[src/hw/rtl/cau_pkg.sv]
`timescale 1ns / 1ps
// ----------------------------------------------------------------------------
// Complex arithmetic unit package
// Opcodes, pipeline sizing, the arctangent table and the stage record that
// travels through the bit-step pipeline.
// ----------------------------------------------------------------------------
package cau_pkg;

	localparam logic [2:0] CMD_ADD   = 3'd0;
	localparam logic [2:0] CMD_SUB   = 3'd1;
	localparam logic [2:0] CMD_MUL   = 3'd2;
	localparam logic [2:0] CMD_DIV   = 3'd3;
	localparam logic [2:0] CMD_MAG   = 3'd4;
	localparam logic [2:0] CMD_PHASE = 3'd5;
	localparam logic [2:0] CMD_NEG   = 3'd6;

	localparam int ANGLE_ITERATIONS = 16;
	localparam int DIV_STEPS = 17;
	localparam int SQRT_STEPS = 16;
	localparam int N_STEPS = (ANGLE_ITERATIONS > DIV_STEPS) ? ANGLE_ITERATIONS : DIV_STEPS;
	localparam int LATENCY = N_STEPS + 4;

	localparam logic signed [20:0] HALF_PI_Q16 = 21'sd102944;
	localparam logic signed [24:0] HALF_PI_Q8 = 25'sd402;

	typedef struct packed {
		logic                vld;
		logic [2:0]          cmd;
		logic signed [24:0]  sre;
		logic signed [24:0]  sim;
		logic                dz;
		logic                neg_re;
		logic                neg_im;
		logic                ov_re;
		logic                ov_im;
		logic                axis;
		logic [32:0]         dd;
		logic [40:0]         rre;
		logic [40:0]         rim;
		logic [15:0]         qre;
		logic [15:0]         qim;
		logic [31:0]         sq_n;
		logic [17:0]         sq_rem;
		logic [15:0]         sq_root;
		logic signed [26:0]  cx;
		logic signed [26:0]  cy;
		logic signed [20:0]  cz;
	} step_t;

	function automatic logic signed [20:0] atan_q16(input int i);
		logic signed [20:0] r;
		case (i)
			0: r = 21'sd51472;
			1: r = 21'sd30386;
			2: r = 21'sd16055;
			3: r = 21'sd8150;
			4: r = 21'sd4091;
			5: r = 21'sd2047;
			6: r = 21'sd1024;
			7: r = 21'sd512;
			8: r = 21'sd256;
			9: r = 21'sd128;
			10: r = 21'sd64;
			11: r = 21'sd32;
			12: r = 21'sd16;
			13: r = 21'sd8;
			14: r = 21'sd4;
			15: r = 21'sd2;
			16: r = 21'sd1;
			default: r = 21'sd0;
		endcase
		return r;
	endfunction

	// Returns the saturation flag above a 16-bit clipped value.
	function automatic logic [16:0] clip16(input logic signed [25:0] v);
		logic [16:0] r;
		if (v > 26'sd32767) begin
			r = {1'b1, 16'h7FFF};
		end else if (v < -26'sd32768) begin
			r = {1'b1, 16'h8000};
		end else begin
			r = {1'b0, v[15:0]};
		end
		return r;
	endfunction

endpackage

[src/hw/rtl/cau_back.sv]
`timescale 1ns / 1ps
// ----------------------------------------------------------------------------
// Complex arithmetic unit back end
// Selects the result for the opcode, rounds the root and the angle, applies
// the divide sign and saturates both parts into the output register.
// ----------------------------------------------------------------------------
module cau_back (
	input  logic               clk,
	input  logic               arst_n,
	input  cau_pkg::step_t     step_in,
	output logic               done,
	output logic signed [15:0] res_re,
	output logic signed [15:0] res_im,
	output logic               div_zero,
	output logic               saturated
);

	logic signed [25:0] vr, vi;
	logic [16:0]        mq_re, mq_im, root;
	logic signed [20:0] zr;
	logic               dzc;
	logic [16:0]        cr, ci;
	logic               done_q, dz_q, sat_q;
	logic signed [15:0] re_q, im_q;

	always_comb begin
		mq_re = step_in.ov_re ? 17'h10000 : {1'b0, step_in.qre};
		mq_im = step_in.ov_im ? 17'h10000 : {1'b0, step_in.qim};
		root = {1'b0, step_in.sq_root} + 17'({17'b0, step_in.sq_rem} > {19'b0, step_in.sq_root});
		zr = (step_in.cz + 21'sd128) >>> 8;
		vr = '0;
		vi = '0;
		dzc = 1'b0;
		case (step_in.cmd)
			cau_pkg::CMD_ADD, cau_pkg::CMD_SUB, cau_pkg::CMD_MUL, cau_pkg::CMD_NEG: begin
				vr = 26'(step_in.sre);
				vi = 26'(step_in.sim);
			end
			cau_pkg::CMD_DIV: begin
				if (step_in.dz) begin
					dzc = 1'b1;
				end else begin
					vr = step_in.neg_re ? -26'(mq_re) : 26'(mq_re);
					vi = step_in.neg_im ? -26'(mq_im) : 26'(mq_im);
				end
			end
			cau_pkg::CMD_MAG: begin
				vr = 26'(root);
			end
			cau_pkg::CMD_PHASE: begin
				vr = step_in.axis ? 26'(step_in.sre) : 26'(zr);
			end
			default: begin
				vr = '0;
			end
		endcase
		cr = cau_pkg::clip16(vr);
		ci = cau_pkg::clip16(vi);
	end

	always_ff @(posedge clk or negedge arst_n) begin
		if (!arst_n) begin
			done_q <= 1'b0;
		end else begin
			done_q <= step_in.vld;
		end
	end

	always_ff @(posedge clk) begin
		re_q <= cr[15:0];
		im_q <= ci[15:0];
		dz_q <= dzc;
		sat_q <= cr[16] | ci[16];
	end

	assign done = done_q;
	assign res_re = re_q;
	assign res_im = im_q;
	assign div_zero = dz_q;
	assign saturated = sat_q;

endmodule

[config.mk]
export PLATFORM = sky130hd
export DESIGN_NAME = cau_back
export DESIGN_NICKNAME = d
export VERILOG_FILES = /design/src/hw/rtl/cau_pkg.sv /design/src/hw/rtl/cau_back.sv
export SDC_FILE = /design/constraint.sdc
export NUM_CORES = 1
export LEC_CHECK = 0
export BUFFER_PORTS_ARGS = -buffer_cell sky130_fd_sc_hd__clkbuf_2
export CAP_MARGIN = 40
export CORE_AREA = 5 5 148 150
export CTS_CLUSTER_SIZE = 30
export DETAILED_ROUTE_END_ITERATION = 6
export DIE_AREA = 0 0 153 155
export GPL_ROUTABILITY_DRIVEN = 0
export PLACE_DENSITY = 0.45
export SLEW_MARGIN = 10
export SYNTH_ARGS = -nofsm -noshare
export SYNTH_HDL_FRONTEND = slang
export SYNTH_SLANG_ARGS = --single-unit
[constraint.sdc]
create_clock -name clk -period 0.8 [get_ports clk]
set_input_delay 0.12 -clock clk [delete_from_list [all_inputs] [get_ports clk]]
set_output_delay 0.12 -clock clk [all_outputs]
set_load 0.1 [all_outputs]
### Word level (Yosys, flattened, before mapping)

Cells that the tools add are included.

| cells by class | value |
|---|---|
| equality and inequality tests | 6 |
| bitwise gates (word level) | 1 |
| reductions and logical operators | 2 |
| muxes and demuxes | 14 |
| add/subtract/negate cells | 4 |
| $lt $le $gt $ge | 5 |

Operators by type and width:

| cell | count |
|---|---|
| 2-to-1 mux 26 bit | 5 |
| case mux 26 bit (4 select lines) | 1 |
| 2-to-1 mux 17 bit | 6 |
| greater-than comparator 26 x 16 -> 1 bit, second input constant | 2 |
| < comparator 26 x 16 -> 1 bit, second input constant | 2 |
| negator 17 -> 26 bit | 2 |
| case mux 26 bit (2 select lines) | 1 |
| adder 21 x 9 -> 21 bit, second input constant | 1 |
| greater-than comparator 18 x 16 -> 1 bit | 1 |
| adder 16 x 1 -> 17 bit | 1 |
| equality test 3 bit, second input constant | 3 |
| equality test 3 x 2 -> 1 bit, second input constant | 2 |
| OR reduction 4 bit | 1 |
| equality test 3 x 1 -> 1 bit, second input constant | 1 |
| zero test 3 bit | 1 |
| 2-to-1 mux 1 bit | 1 |
| bitwise OR 1 bit | 1 |

| storage, ports and cells | value |
|---|---|
| bits of input ports | 350 |
| output and inout bits | 35 |
| register bits | 35 |

### Logic depth before layout (Yosys ltp)

| depth | value |
|---|---|
| depth after elaboration | 9 |
| gate-level depth with buffers | 21 |

### Least setup slack after synthesis

Ideal clock, no wire load.

| timing | value |
|---|---|
| path type | input-to-reg |
| start | input step_in[76] (netlist name) |
| end | register sat_q (netlist: saturated) |
| path slack | -2.180 ns |
| stages on the path | 20 |
| buffers on the path | 1 |
| arrival | 2.837 ns |
| path through | inv_1 -> ha_1 -> nor2b_1 -> o21a_1 -> o21a_1 -> o21ai_0 -> nand2b_1 -> a21oi_1 -> o21ai_0 -> and3_1 -> ha_1 -> ha_1 -> nand3_1 -> nor4_1 -> nand4_1 -> nand3_1 -> nor2_2 -> nor4_4 -> buf_6 -> o22ai_1 |

| between the ends | value |
|---|---|
| word-level cells in the longest chain between the ends | 7 |
| elaborated cells between the ends (all ways) | 8 |

Ends and longest elaborated chain:

| item | line | RTL |
|---|---|---|
| start, declared | cau_back.sv:10 | `input cau_pkg::step_t step_in,` |
| greater-than comparator 18 x 16 -> 1 bit | cau_back.sv:29 | `root = {1'b0, step_in.sq_root} + 17'({17'b0, step_in.sq_rem} > {19'b0, step_in.sq_root});` |
| adder 16 x 1 -> 17 bit (*) | cau_back.sv:29 |  |
| case mux 26 bit (4 select lines) (*) | cau_back.sv:34 | `case (step_in.cmd)` |
| < comparator 26 x 16 -> 1 bit | cau_pkg.sv:80 | `end else if (v < -26'sd32768) begin` |
| 2-to-1 mux 17 bit | cau_pkg.sv:80 |  |
| 2-to-1 mux 17 bit (*) | cau_pkg.sv:78 | `if (v > 26'sd32767) begin` |
| bitwise OR 1 bit (*) | cau_back.sv:73 | `sat_q <= cr[16] \| ci[16];` |
| end signal, assigned | cau_back.sv:73 |  |
| end, declared | cau_back.sv:23 | `logic done_q, dz_q, sat_q;` |

Every way passes the cells marked *; elsewhere a longest branch is shown, timed or not.
A chain may end at the register's enable or synchronous reset.

### Worst setup path after layout

| timing | value |
|---|---|
| start | input step_in[76] (netlist name) |
| end | register re_q[10] (netlist: res_re[10]) |

| between the ends | value |
|---|---|
| word-level cells in the longest chain between the ends | 5 |
| elaborated cells between the ends (all ways) | 6 |

Ends and longest elaborated chain:

| item | line | RTL |
|---|---|---|
| greater-than comparator 18 x 16 -> 1 bit | cau_back.sv:29 |  |
| adder 16 x 1 -> 17 bit (*) | cau_back.sv:29 |  |
| case mux 26 bit (4 select lines) (*) | cau_back.sv:34 |  |
| < comparator 26 x 16 -> 1 bit | cau_pkg.sv:80 |  |
| 2-to-1 mux 17 bit | cau_pkg.sv:80 |  |
| end signal, assigned | cau_back.sv:70 | `re_q <= cr[15:0];` |
| end, declared | cau_back.sv:24 | `logic signed [15:0] re_q, im_q;` |

Marks and branches as above.

==> flow_metrics.env <==
export IMPL_synth_edff_count=0
export IMPL_maxCapViolCount=0
export IMPL_synthToLayoutAreaGrowth_pct=104.3
export IMPL_htreeDepth=2
export IMPL_hold_violations=0
export IMPL_drive_gt1_share_pct=56.71
export IMPL_core_area_sq_mm=0.02056
export IMPL_yosys_area_top_type="dfxtp_1"
export IMPL_wirelength_um=19860
export IMPL_grt_pass1_wl_um=30310
export IMPL_fill_cells=2167
export IMPL_ios=385
export IMPL_hold_class="primary input to flop"
export IMPL_wl_met2_um=9245
export IMPL_power_density_mw_per_mm2=1220
export IMPL_ys_warn_count=0
export IMPL_async_flop_share_pct=2.857
export IMPL_crit_family="simple AND/OR/NAND/NOR gates"
export IMPL_clockBufferDepth=2
export IMPL_synthTopCellsByArea="dfxtp_1 17%, ha_1 7.0%, xnor2_1 6.7%"
export IMPL_max_freq_mhz=353.1
export IMPL_dieWidth_um=153
export IMPL_timing_slew_headroom_pct=65.43
export IMPL_syn_mean_instance_area_sq_um=7.169
export IMPL_endpoint_kind="flop"
export IMPL_required_ns=0.95
export IMPL_crit_fanout=4
export IMPL_layout_setup_ws_ns=-2.032
export IMPL_dieHeight_um=155
export IMPL_pre_cts_ws_ns=-2.433
export IMPL_ys_seq_elements=35
export IMPL_maxUsedRoutingLayer="met5"
export IMPL_start_util_pct=19.07
export IMPL_finalCritPeriodShare_pct=354.0
export IMPL_slowest_delay_ns=0.46
export IMPL_cts_root_buf="clkbuf_16"
export IMPL_vias=5579
export IMPL_syn_area_sq_mm=0.003921
export IMPL_clk_pin_slew_worst_paths_ns=0.06
export IMPL_drt_pass1_iter_count=5
export IMPL_cp_depth=20
export IMPL_synth_nets=919
export IMPL_crit_type="primary input to flop"
export IMPL_dp_hpwl_um=16950
export IMPL_grt_pass1_vias=5588
export IMPL_wl_met1_um=8331
export IMPL_worst_path_buf_inv=3
export IMPL_cts_tree="built"
export IMPL_routed_via_density=4.649
export IMPL_critical_path_arrival_ns=2.99
export IMPL_multiInputGateArea_sq_mm=0.003522
export IMPL_portBuffers=176
export IMPL_hold_depth=3
export IMPL_setup_tns_ns=-53.93
export IMPL_start_kind="primary input"
export IMPL_drc=0
export IMPL_syn_inst=547
export IMPL_fin_util_pct=38.97
export IMPL_status="complete, but fails checks"
export IMPL_crit_chain="clkbuf_16 > inv_12 > ha_4 > nor2b_4 > o21a_1 > o21a_1 > o21ai_1 > nand2b_1 > a21oi_2 > o21ai_1 > and3_4 > ha_4 > buf_4 > ha_1 > nand3_1 > or4_1 > xnor2_2 > o22ai_1 > a221oi_2 > a21oi_1"
export IMPL_synth_flop_cell="dfxtp_1"
export IMPL_grt_usage_pct=15.98
export IMPL_violations="setup timing"
export IMPL_met3_length_um=1771
export IMPL_finalNetCount=1295
export IMPL_setup_viol=68
export IMPL_seq_area_sq_um=749.5
export IMPL_tightest_slew_ns=0.5141
export IMPL_mostFrequentLayoutCells="197 x buf_4, 136 x clkbuf_2, 60 x nand2_1, 49 x nor2_1, 38 x buf_12"
export IMPL_layout_commonest_cell="buf_4"
export IMPL_avgRoutedWirePerCell_um=16.55
export IMPL_min_period_ns=2.832
export IMPL_ys_seq_area_share_pct=18.00
export IMPL_antenna_found_initial=5
export IMPL_rows=53
export IMPL_cts_sinks=35
export IMPL_rsz0062_at_grt="yes"
export IMPL_synth_top_area_share_pct=17.36
export IMPL_p_leak_nw=3.630
export IMPL_drtAntennaViolNets=0
export IMPL_grt_overflow=0
export IMPL_drt_initial_drc_count=245
export IMPL_crit_slowest_cell="or4_1"
export IMPL_post_synth_num_cell_types=77
export IMPL_die_area_sq_mm=0.02372
export IMPL_slew_viol_final=0
export IMPL_ir_worst_vdd_mv=0.6891
export IMPL_cts_buffers=5
export IMPL_grt_start_max_net_pins=17
-- Yosys cell counts, types with 4 or more instances --
library cell  instances
nand2_1              67
nor2_1               52
a21oi_1              44
o21ai_0              37
dfxtp_1              34
xnor2_1              30
inv_1                27
ha_1                 22
nand3_1              17
clkbuf_1             13
nor4_1               13
nand4_1              11
nor2b_1              10
o22ai_1              10
or3_1                10
a22oi_1               9
nor3_1                9
a31oi_1               8
xor2_1                8
o211ai_1              6
a222oi_1              5
nand2b_1              5
a211oi_1              4
a21o_1                4
a221oi_1              4
or4_1                 4
-- worst paths after layout --
path,from,endpoint,slack (ns)
min,step_in[300],res_im[6],0.09
max,step_in[76],res_re[10],-2.03
max in group asynchronous,arst_n,done,0.56
min in group asynchronous,arst_n,done,0.14
-- what timing repair did --
| action | 4_1_cts | 5_1_grt |
|---|---|---|
| pin swaps | 14 | 22 |
| hold buffers | 2 | 0 |
| endpoints found under the setup margin | 68 | 68 |
| resized for setup | 57 | 34 |
| buffers inserted | 8 | 11 |
| endpoints found under the hold margin | 2 | 0 |
| gates cloned | 2 | 0 |
-- sequential cells by signal, summed over array words and instances, names as in the netlist --
register	count
res_re	16
res_im	16
saturated	1
div_zero	1
done	1
-- final cells by class --
type,instances,share of cell area (%)
antenna,1,0.03124
tap,275,4.296
inverter,29,1.671
timing repair buffer,386,38.83
multi-input combinational,466,43.97
clock inverter,1,0.06248
clock buffer,7,1.781
sequential,35,9.356
-- power breakdown --
part | internal [mW] | leakage, nW | switching (mW) | total, mW
clock network | 1.24 | 0.0739 | 0.749 | 1.99
logic | 2.41 | 3.26 | 3.19 | 5.60
registers | 2.01 | 0.295 | 0.179 | 2.18
-- metrics by stage --
stage | hold slack (ns) | total power, mW | instance area [sq um] | cells
2_1_floorplan | -0.1756 | 4.883 | 4164 | 547
6_report | 0.08866 | 9.769 | 8010 | 1200
3_5_place_dp | -0.1033 | 7.474 | 7268 | 1172
3_3_place_gp | -0.1044 | 7.472 | 7268 | 1172
4_1_cts | 0.09079 | 9.709 | 7801 | 1191
5_1_grt | 0.09411 | 10.26 | 8008 | 1199
-- layer usage --
layer  up-vias  track usage (%)
met4        10            3.479
met2       226            27.42
met5         -                0
met1      2525            19.63
met3        30            5.229
li1       2788                -
-- logic make-up (layout without fill, tap and decap cells) --
group                    Yosys count  count (layout)  share of synthesized area, %
other                              0               1                             0
multiplexers                       3               3                        0.7658
XOR/XNOR                          38              38                         8.488
AND/OR/NAND/NOR                  236             237                         32.51
AO/OA/AOI/OAI                    166             166                         28.24
flip-flops                        35              35                         18.00
adder cells (fa/ha/maj)           22              22                         7.020
buffers and inverters             47             423                         4.978
No activity file was read; power rests on OpenSTA's default activity.
